$ cat config.mk
export PLATFORM = sky130hd
export DESIGN_NAME = erpm_telemetry_to_rpm_top
export DESIGN_NICKNAME = d
export VERILOG_FILES = /design/src/erpm_pkg.sv /design/src/erpm_telemetry_to_rpm_top.sv /design/src/erpm_decode.sv /design/src/erpm_div_cell.sv
export SDC_FILE = /design/constraint.sdc
export NUM_CORES = 2
export LEC_CHECK = 0
export BUFFER_PORTS_ARGS = -buffer_cell sky130_fd_sc_hd__buf_2
export CELL_PAD_IN_SITES_DETAIL_PLACEMENT = 2
export CELL_PAD_IN_SITES_GLOBAL_PLACEMENT = 2
export CORE_MARGIN = 1.5
export CORE_UTILIZATION = 30
export CTS_CLUSTER_DIAMETER = 60
export DETAILED_ROUTE_END_ITERATION = 8
export PLACE_DENSITY_LB_ADDON = 0.1
export SYNTH_ARGS = -nofsm -noshare
export SYNTH_HDL_FRONTEND = slang
export SYNTH_SLANG_ARGS = --single-unit
$ cat constraint.sdc
create_clock -name clk -period 7.71 [get_ports clk]
set_input_delay 1.1565 -clock clk [delete_from_list [all_inputs] [get_ports clk]]
set_output_delay 1.1565 -clock clk [all_outputs]
set_load 0.03 [all_outputs]
$ cat src/erpm_pkg.sv
package erpm_pkg;

  localparam int unsigned QW = 26;
  localparam int unsigned DW = 24;
  localparam logic [QW-1:0] US_PER_MIN = 26'd60000000;
  localparam logic [15:0] STOP_PERIOD = 16'hFF80;
  localparam logic [7:0] PP_RESET = 8'd7;

  typedef enum logic [2:0] {
    STAT_MOVING  = 3'd0,
    STAT_STOPPED = 3'd1,
    STAT_BADSYM  = 3'd2,
    STAT_CKSUM   = 3'd3,
    STAT_ZPERIOD = 3'd4
  } stat_t;

  typedef struct packed {
    logic [1:0]  chan;
    stat_t       status;
    logic [15:0] period;
    logic        rev;
  } side_t;

  typedef struct packed {
    logic [DW-1:0] rem;
    logic [QW-1:0] quo;
    logic [DW-1:0] dvsr;
    side_t         side;
  } cell_t;

  // {bad, nibble}
  function automatic logic [4:0] gcr_nib(input logic [4:0] sym);
    logic [4:0] r;
    case (sym)
      5'h09: r = 5'h09;
      5'h0A: r = 5'h0A;
      5'h0B: r = 5'h0B;
      5'h0D: r = 5'h0D;
      5'h0E: r = 5'h0E;
      5'h0F: r = 5'h0F;
      5'h12: r = 5'h02;
      5'h13: r = 5'h03;
      5'h15: r = 5'h05;
      5'h16: r = 5'h06;
      5'h17: r = 5'h07;
      5'h19: r = 5'h00;
      5'h1A: r = 5'h08;
      5'h1B: r = 5'h01;
      5'h1D: r = 5'h04;
      5'h1E: r = 5'h0C;
      default: r = 5'h10;
    endcase
    return r;
  endfunction

endpackage

$ cat src/erpm_telemetry_to_rpm_top.sv
// Each frame taken on start yields one result, strobed on done.
// Throughput: one frame per cycle; busy is low except during reset.
// Path: decode stage, divisor multiply stage, 26 restoring division cells, output register.
// Reset (rst, synchronous): clears all valid bits and sets pole_pairs to 7.
// The receiver cannot stall: each result is shown for exactly one cycle.
module erpm_telemetry_to_rpm_top (
  input  logic        clk,
  input  logic        rst,
  input  logic        start,
  output logic        busy,
  input  logic [20:0] raw_frame,
  input  logic [1:0]  channel,
  input  logic        reversed,
  input  logic        cfg_valid,
  output logic        cfg_ready,
  input  logic [7:0]  cfg_data,
  output logic        done,
  output logic [1:0]  channel_out,
  output logic [2:0]  status,
  output logic [15:0] period,
  output logic signed [26:0] rpm
);

  localparam int unsigned QW = erpm_pkg::QW;

  logic                  accept;
  logic [7:0]            pole_pairs;
  logic [7:0]            pp_eff;
  logic                  dvalid;
  erpm_pkg::side_t       dside;
  logic                  vch [0:QW];
  erpm_pkg::cell_t       chain [0:QW];
  logic [26:0]           mag;

  assign busy      = rst;
  assign cfg_ready = 1'b1;
  assign accept    = start && !busy;

  always_ff @(posedge clk) begin
    if (rst) begin
      pole_pairs <= erpm_pkg::PP_RESET;
    end else if (cfg_valid && cfg_ready) begin
      pole_pairs <= cfg_data;
    end
  end

  assign pp_eff = (pole_pairs == 8'd0) ? 8'd1 : pole_pairs;

  erpm_decode u_dec (
    .clk       (clk),
    .rst       (rst),
    .accept    (accept),
    .raw_frame (raw_frame),
    .channel   (channel),
    .reversed  (reversed),
    .dvalid    (dvalid),
    .dside     (dside)
  );

  // (N / p) / pp == N / (p * pp) for truncating division
  always_ff @(posedge clk) begin
    if (rst) begin
      vch[0] <= 1'b0;
    end else begin
      vch[0] <= dvalid;
    end
  end

  always_ff @(posedge clk) begin
    chain[0].rem  <= '0;
    chain[0].quo  <= '0;
    chain[0].dvsr <= erpm_pkg::DW'({8'd0, dside.period} * {16'd0, pp_eff});
    chain[0].side <= dside;
  end

  for (genvar k = 0; k < QW; k++) begin : g_cell
    erpm_div_cell u_cell (
      .clk  (clk),
      .rst  (rst),
      .dbit (erpm_pkg::US_PER_MIN[QW-1-k]),
      .vin  (vch[k]),
      .cin  (chain[k]),
      .vout (vch[k+1]),
      .cout (chain[k+1])
    );
  end

  assign mag = {1'b0, chain[QW].quo};

  always_ff @(posedge clk) begin
    if (rst) begin
      done <= 1'b0;
    end else begin
      done <= vch[QW];
    end
  end

  always_ff @(posedge clk) begin
    channel_out <= chain[QW].side.chan;
    status      <= chain[QW].side.status;
    period      <= chain[QW].side.period;
    if (chain[QW].side.status != erpm_pkg::STAT_MOVING) begin
      rpm <= '0;
    end else if (chain[QW].side.rev) begin
      rpm <= -$signed(mag);
    end else begin
      rpm <= $signed(mag);
    end
  end

endmodule

$ cat src/erpm_decode.sv
module erpm_decode (
  input  logic               clk,
  input  logic               rst,
  input  logic               accept,
  input  logic [20:0]        raw_frame,
  input  logic [1:0]         channel,
  input  logic               reversed,
  output logic               dvalid,
  output erpm_pkg::side_t    dside
);

  logic [20:0] g;
  logic [4:0]  ck, lo, mi, hi;
  logic [11:0] v;
  logic [15:0] per;
  erpm_pkg::side_t side_next;

  always_comb begin
    g   = raw_frame ^ (raw_frame >> 1);
    ck  = erpm_pkg::gcr_nib(g[4:0]);
    lo  = erpm_pkg::gcr_nib(g[9:5]);
    mi  = erpm_pkg::gcr_nib(g[14:10]);
    hi  = erpm_pkg::gcr_nib(g[19:15]);
    v   = {hi[3:0], mi[3:0], lo[3:0]};
    per = 16'(v[8:0]) << v[11:9];
    side_next.chan   = channel;
    side_next.rev    = reversed;
    side_next.period = 16'd0;
    if (raw_frame == 21'd0 || ck[4] || lo[4] || mi[4] || hi[4]) begin
      side_next.status = erpm_pkg::STAT_BADSYM;
    end else if (~(lo[3:0] ^ mi[3:0] ^ hi[3:0]) != ck[3:0]) begin
      side_next.status = erpm_pkg::STAT_CKSUM;
    end else if (per == 16'd0) begin
      side_next.status = erpm_pkg::STAT_ZPERIOD;
    end else if (per == erpm_pkg::STOP_PERIOD) begin
      side_next.status = erpm_pkg::STAT_STOPPED;
      side_next.period = per;
    end else begin
      side_next.status = erpm_pkg::STAT_MOVING;
      side_next.period = per;
    end
  end

  always_ff @(posedge clk) begin
    if (rst) begin
      dvalid <= 1'b0;
    end else begin
      dvalid <= accept;
    end
  end

  always_ff @(posedge clk) begin
    dside <= side_next;
  end

endmodule

$ cat src/erpm_div_cell.sv
module erpm_div_cell (
  input  logic            clk,
  input  logic            rst,
  input  logic            dbit,
  input  logic            vin,
  input  erpm_pkg::cell_t cin,
  output logic            vout,
  output erpm_pkg::cell_t cout
);

  logic [erpm_pkg::DW:0] trial;
  logic [erpm_pkg::DW:0] diff;
  logic                  ge;
  erpm_pkg::cell_t       cell_next;

  always_comb begin
    trial = {cin.rem, dbit};
    diff  = trial - {1'b0, cin.dvsr};
    ge    = trial >= {1'b0, cin.dvsr};
    cell_next      = cin;
    cell_next.rem  = ge ? diff[erpm_pkg::DW-1:0] : trial[erpm_pkg::DW-1:0];
    cell_next.quo  = {cin.quo[erpm_pkg::QW-2:0], ge};
  end

  always_ff @(posedge clk) begin
    if (rst) begin
      vout <= 1'b0;
    end else begin
      vout <= vin;
    end
  end

  always_ff @(posedge clk) begin
    cout <= cell_next;
  end

endmodule

# ---- Word level (Yosys, flattened, before mapping)
# Memories as Yosys holds them, arrays and structs flattened.
# Index checks and enable logic that the tools add are counted.
# W data, S select, Z words.
dict set report word_totals {
  regBits 2276
  rom_bits 640
  inputBits 36
  out_inout_bits 51
  elab_cells 356
  mem_count 4
}
dict set report classes {
  addsub 26
  mul 1
  order_cmp 26
  n_eq_ne 2
  shifts 1
  n_mux 29
  bitwise 5
  n_reduce_logical 13
}
# memory depth width rd rd_ports_with_merged_regs wr line_no
set memory_table {}
lappend memory_table {{(name not given)} 32 5 1 0 0 erpm_pkg.sv:34} ;# case (sym)
lappend memory_table {{(name not given)} 32 5 1 0 0 erpm_pkg.sv:34}
lappend memory_table {{(name not given)} 32 5 1 0 0 erpm_pkg.sv:34}
lappend memory_table {{(name not given)} 32 5 1 0 0 erpm_pkg.sv:34}
# operator count
set op_table {}
lappend op_table {{$ge A25 B24 Y1} 25}
lappend op_table {{$mux W24} 24}
lappend op_table {{$sub A24 B24 Y24} 24}
lappend op_table {{$neg A26 Y27} 1}
lappend op_table {{$mux W26} 1}
lappend op_table {{$ge A1 B24 Y1 const A} 1}
lappend op_table {{$mul A16 B8 Y24} 1}
lappend op_table {{$sub A1 B24 Y24 const A} 1}
lappend op_table {{$logic_not A21 Y1} 1}
lappend op_table {{$xor A20 B20 Y20} 1}
lappend op_table {{$mux W17} 1}
lappend op_table {{$eq A16 B16 Y1 const B} 1}
lappend op_table {{$logic_not A16 Y1} 1}
lappend op_table {{$shl A9 B3 Y16} 1}
lappend op_table {{$logic_not A8 Y1} 1}
lappend op_table {{$mux W8} 1}
lappend op_table {{$xor A4 B4 Y4} 2}
lappend op_table {{$logic_or A1 B1 Y1} 4}
lappend op_table {{$ne A4 B4 Y1} 1}
lappend op_table {{$not A4 Y4} 1}
lappend op_table {{$reduce_or A2 Y1} 2}
lappend op_table {{$mux W3} 1}
lappend op_table {{$reduce_bool A3 Y1} 1}
lappend op_table {{$reduce_or A3 Y1} 1}
lappend op_table {{other kinds (4)} 4}

# ---- Depth between registers and ports, before layout
# An unclocked memory read counts as a cell.
dict set report logic_depth {
  depth_word 7
  ltp_mapped 20
  mapped_depth_nobuf 19
}

# ---- By module
# A second synthesis with hierarchy kept.
dict set report hier_totals {
  hier_cells 9672
  hier_area_um2 105175.9
}
# mod instances cells_each area_per_inst_um2 seq_area_each_um2
set by_module_without_submodules {}
lappend by_module_without_submodules {{erpm_div_cell (g_cell[14].u_cell ...)} 15 342 3731.1 1941.9}
lappend by_module_without_submodules {{erpm_div_cell (g_cell[0].u_cell ...)} 10 318 3612.2 1941.9}
lappend by_module_without_submodules {erpm_telemetry_to_rpm_top 1 700 6962.9 2082.0}
lappend by_module_without_submodules {{erpm_div_cell (g_cell[13].u_cell)} 1 349 3579.7 1941.9}
lappend by_module_without_submodules {erpm_decode 1 313 2544.9 460.4}

# ---- Worst setup path before layout
# Ideal clock, no wire load.
dict set report synth_timing {
  path_kind {flip-flop to flip-flop}
  startpoint {register pole_pairs[6]}
  endpoint {register chain[2541] (netlist bit)}
  setup_ns 0.072
  t_arrival_ns 4.694
  required_time_ns 7.638
  slack_ns 2.944
  stages_incl_launch_ff 18
  n_path_buf 1
  synth_period_minus_slack_ns 4.766
  path_cell_list {dfxtp_1 clkbuf_1 and2_1 fa_1 fa_1 fa_1 inv_1 fa_1 inv_1 ha_1 a21o_1 a21o_1 or3_1 o211ai_1 a31oi_1 a21o_1 a21oi_1 xnor2_1}
}
dict set report synth_between {
  elab_chain_len 3
}
# element line_no
set synth_lines {}
lappend synth_lines {{start, declared} erpm_telemetry_to_rpm_top.sv:27} ;# logic [7:0] pole_pairs;
lappend synth_lines {{start signal, assigned} erpm_telemetry_to_rpm_top.sv:41} ;# pole_pairs <= erpm_pkg::PP_RESET;
lappend synth_lines {{start signal, assigned} erpm_telemetry_to_rpm_top.sv:43} ;# pole_pairs <= cfg_data;
lappend synth_lines {{$logic_not A8 Y1} erpm_telemetry_to_rpm_top.sv:47} ;# assign pp_eff = (pole_pairs == 8'd0) ? 8'd1 : pole_pairs;
lappend synth_lines {{$mux W8 *} erpm_telemetry_to_rpm_top.sv:47}
lappend synth_lines {{$mul A16 B8 Y24 *} erpm_telemetry_to_rpm_top.sv:72} ;# chain[0].dvsr <= erpm_pkg::DW'({8'd0, dside.period} * {16'd0, pp_eff});
lappend synth_lines {{end, declared} erpm_telemetry_to_rpm_top.sv:32} ;# erpm_pkg::cell_t chain [0:QW];
# Every way passes the cells marked *; elsewhere a longest branch is shown, timed or not.
# A chain may end at the register's enable or synchronous reset.

# ---- Worst setup path after layout
dict set report layout_timing {
  startpoint {register pole_pairs[1]}
  endpoint {register chain[2540] (netlist bit)}
}
# Same word-level chain as after synthesis.

==> flow_metrics.py <==
metrics = {
    "run_status": {
        "status": "finished clean",
    },
    "layout": {
        "area_growth_pct": 17.3,
        "register_area_sq_um": 45600,
        "multiInputGateArea_sq_um": 38600,
        "drive_gt1_frac": 0.100,
        "nets": 9587,
        "fill_cells": 31200,
    },
    "grt": {
        "antenna_found_initial": 15,
        "grt_usage": 0.166,
        "gr-total-overflow": 0,
        "grt_pass1_vias": 66500,
        "grt_pass1_wl_microns": 389000,
        "grt_max_degree": 49,
    },
    "yosys": {
        "syn_avg_cell_area_sq_um": 10.3,
        "synthArstFlopShare": 0,
        "synth_edf_count": 0,
        "syn_inst": 8504,
        "synth_nets": 9306,
        "ys_seq_area_frac": 0.518,
        "yosys.area.top_type": "dfxtp_1",
        "synth_seq_cells": 2276,
        "synth_top_area_frac": 0.518,
        "ys.warnings.count": 0,
        "synthTopCellsByCount": "2276 x dfxtp_1, 883 x inv_1, 658 x ha_1, 512 x nand2_1, 465 x a21oi_1",
        "synth.area.top_cells": "dfxtp_1 52%, ha_1 9.4%, inv_1 3.8%",
        "netlist_area_sq_um": 88000,
        "yosysMostFrequentCell": "dfxtp_1",
        "synthFlopType": "dfxtp_1",
        "yosysUniqueCellTypes": 98,
    },
    "hold_path": {
        "holdPathEnd": "g_cell[13].u_cell.cout[50]",
        "whs_path_depth": 0,
        "hold_path_class": "reg -> reg",
        "min_from": "g_cell[12].u_cell.cout[49]",
    },
    "detailed_routing": {
        "drc": 0,
        "antenna_left": 0,
        "dr_total_vias": 59900,
        "avgViaCountPerCell": 4.63,
        "wl_microns": 246000,
        "dr.pass1.iters": 5,
        "wl_per_cell_microns": 19.0,
        "drt_iter0_drc": 2174,
    },
    "clock_tree": {
        "cts_buffer_depth": 4,
        "cts_tree": "built",
        "cts_inserted_buffers": 289,
        "clock_latency_ns": 0.89,
        "cts-resized-gates": 0,
        "cts_root_buffer": "clkbuf_16",
        "cts.sinks": 2276,
        "ctsHoldBuffers": 0,
        "postCtsSetupRepairBufs": 0,
        "htree_levels": 5,
        "clkTransAtPathRegs_ns": 0.06,
    },
    "sta": {
        "whs_ns": 0.302,
        "tightest_slew_ns": 1.11,
        "slew_viol_final": 0,
        "skew_ns": 0.0533,
        "hold_viol_final": 0,
        "setup_tns_ns": 0,
        "fin_crit_ns": 5.66,
        "relSlewSlack": 0.262,
        "final.period_utilization": 0.734,
        "rsz0062_at_grt": "no",
        "setup_viol": 0,
        "max_freq_ghz": 0.177,
    },
    "critical_path": {
        "end_kind": "register",
        "reg2reg_depth": 19,
        "rr_endpoint": "chain[2540]",
        "crit-reg2reg-launch": "pole_pairs[1]",
        "path_class": "reg -> reg",
        "r2r_setup_slack_ns": 2.05,
        "cp.required_ns": 8.52,
        "crit_arrival_ns": 6.47,
        "worstSetupStartpoint": "pole_pairs[1]",
        "worstPathMaxFanout": 18,
        "start_kind": "register",
    },
    "floorplan": {
        "core_sq_um": 291000,
        "die_y_microns": 545,
        "row_count": 198,
        "chipWidth_microns": 545,
        "initial_utilization": 0.302,
        "io_pins": 87,
        "die_area_sq_um": 297000,
    },
    "pwr": {
        "ir_drop_mv": 0.230,
        "power_frac_comb": 0.383,
        "power.switching_uw": 17300,
        "switching_share": 0.362,
        "p_leak_uw": 0.0417,
        "pwr-share-seq": 0.323,
        "internal-power_uw": 30600,
        "clkPwrFrac": 0.294,
        "powerDensity_nw_per_um2": 464,
    },
    "placed_design": {
        "place_congestion": 0.799,
        "place_hpwl_microns": 190000,
        "portBuffers": 85,
    },
    "job": {
        "maxCapViolCount": 0,
    },
}
-- sequential cells by signal, summed over array words and instances (netlist names) --
register            count
g_cell.u_cell.vout     26
u_dec.dvalid            1
pole_pairs              8
status                  3
channel_out             2
chain                  46
rpm                    27
vch                     1
period                 16
g_cell.u_cell.cout   2123
done                    1
u_dec.dside            22
-- per-layer routing --
| metal | vias up | GRT usage | share of wire |
|---|---|---|---|
| met3 | 412 | 0.0199 | 0.026 |
| met5 | - | 0 | 0.000049 |
| li1 | 29600 | - | - |
| met1 | 29300 | 0.225 | 0.49 |
| met2 | 588 | 0.274 | 0.45 |
| met4 | 2 | 0.0557 | 0.031 |
-- power groups by stage --
| stage | sequential, uW | clock (uW) | combinational (uW) |
|---|---|---|---|
| finish | 15400 | 14100 | 18300 |
| global route | 15700 | 15100 | 20600 |
| CTS | 15500 | 14600 | 18600 |
| detailed placement | 15700 | 0 | 18300 |
| global placement | 15700 | 0 | 17900 |
| floorplan | 15000 | 0 | 13500 |
-- cell families after synthesis --
family,Yosys count,share of synthesized area
mux,284,0.0358
simple gates,1890,0.105
xor+xnor,478,0.0481
fa+ha+maj,766,0.118
flops,2276,0.518
other cells,1,0.0000426
compound gates,1801,0.131
buf+inv,1008,0.0441
-- metrics by stage --
step | cell area (sq um) | setup WS, ns | utilization | std cells | total power (uW)
after floorplan | 88000 | 2.94 | - | 8504 | 28500
after global placement | 93000 | 2.05 | 0.319 | 12400 | 33700
after detailed placement | 93000 | 2.01 | 0.319 | 12400 | 34100
after CTS | 103000 | 1.98 | 0.354 | 12900 | 48700
after global routing | 103000 | 1.52 | 0.354 | 12900 | 51400
final | 103000 | 2.05 | 0.354 | 12900 | 47900
-- worst max-delay path, cell delays in order, from the launching register on --
cell,delay [ns]
dfxtp_1,0.95
nor3_1,0.11
a21oi_1,0.20
buf_4,0.29
nor2b_1,0.11
fa_1,0.44
ha_1,0.30
inv_1,0.06
fa_1,0.61
inv_1,0.07
ha_1,0.28
a21o_1,0.15
a21o_1,0.21
a2111oi_0,0.65
o21ai_0,0.32
nand3_1,0.18
nand3_1,0.11
a31o_2,0.24
a21oi_1,0.17
xnor2_1,0.13
-- layout make-up --
type / instances / area share
clock buffers: 373 / 0.0777
inverters: 885 / 0.0322
diodes: 16 / 0.000388
repair buffers: 113 / 0.00616
clock inverters: 140 / 0.0205
flip-flops and latches: 2276 / 0.441
well taps: 3900 / 0.0473
multi-input cells: 5220 / 0.374
-- how the worst max path moves through the flow --
stage                   to  slack, ns
2_1_floorplan  chain[2541]       2.94
3_3_place_gp   chain[2540]       2.05
3_5_place_dp   chain[2540]       2.01
4_1_cts        chain[2540]       1.98
5_1_grt        chain[2540]       1.52
6_report       chain[2540]       2.05
-- cell usage in the layout, fill, tap and decap left out, drive strengths merged, types with 38 or more instances in the layout --
master	n
mux2	245
o31ai	61
nor3	118
nand2	513
o21bai	55
nor2b	151
and3	55
a21o	199
nand4	72
xor2	192
nor2	457
xnor2	284
clkbuf	373
mux2i	39
a21oi	466
ha	658
and2	142
a31oi	50
buf	113
nand3	126
clkinv	62
fa	108
o21a	125
o21ai	475
inv	915
o211ai	45
nor4	44
or3	38
nand2b	85
dfxtp	2276
a211oi	85
No activity file was read; power rests on OpenSTA's default activity.
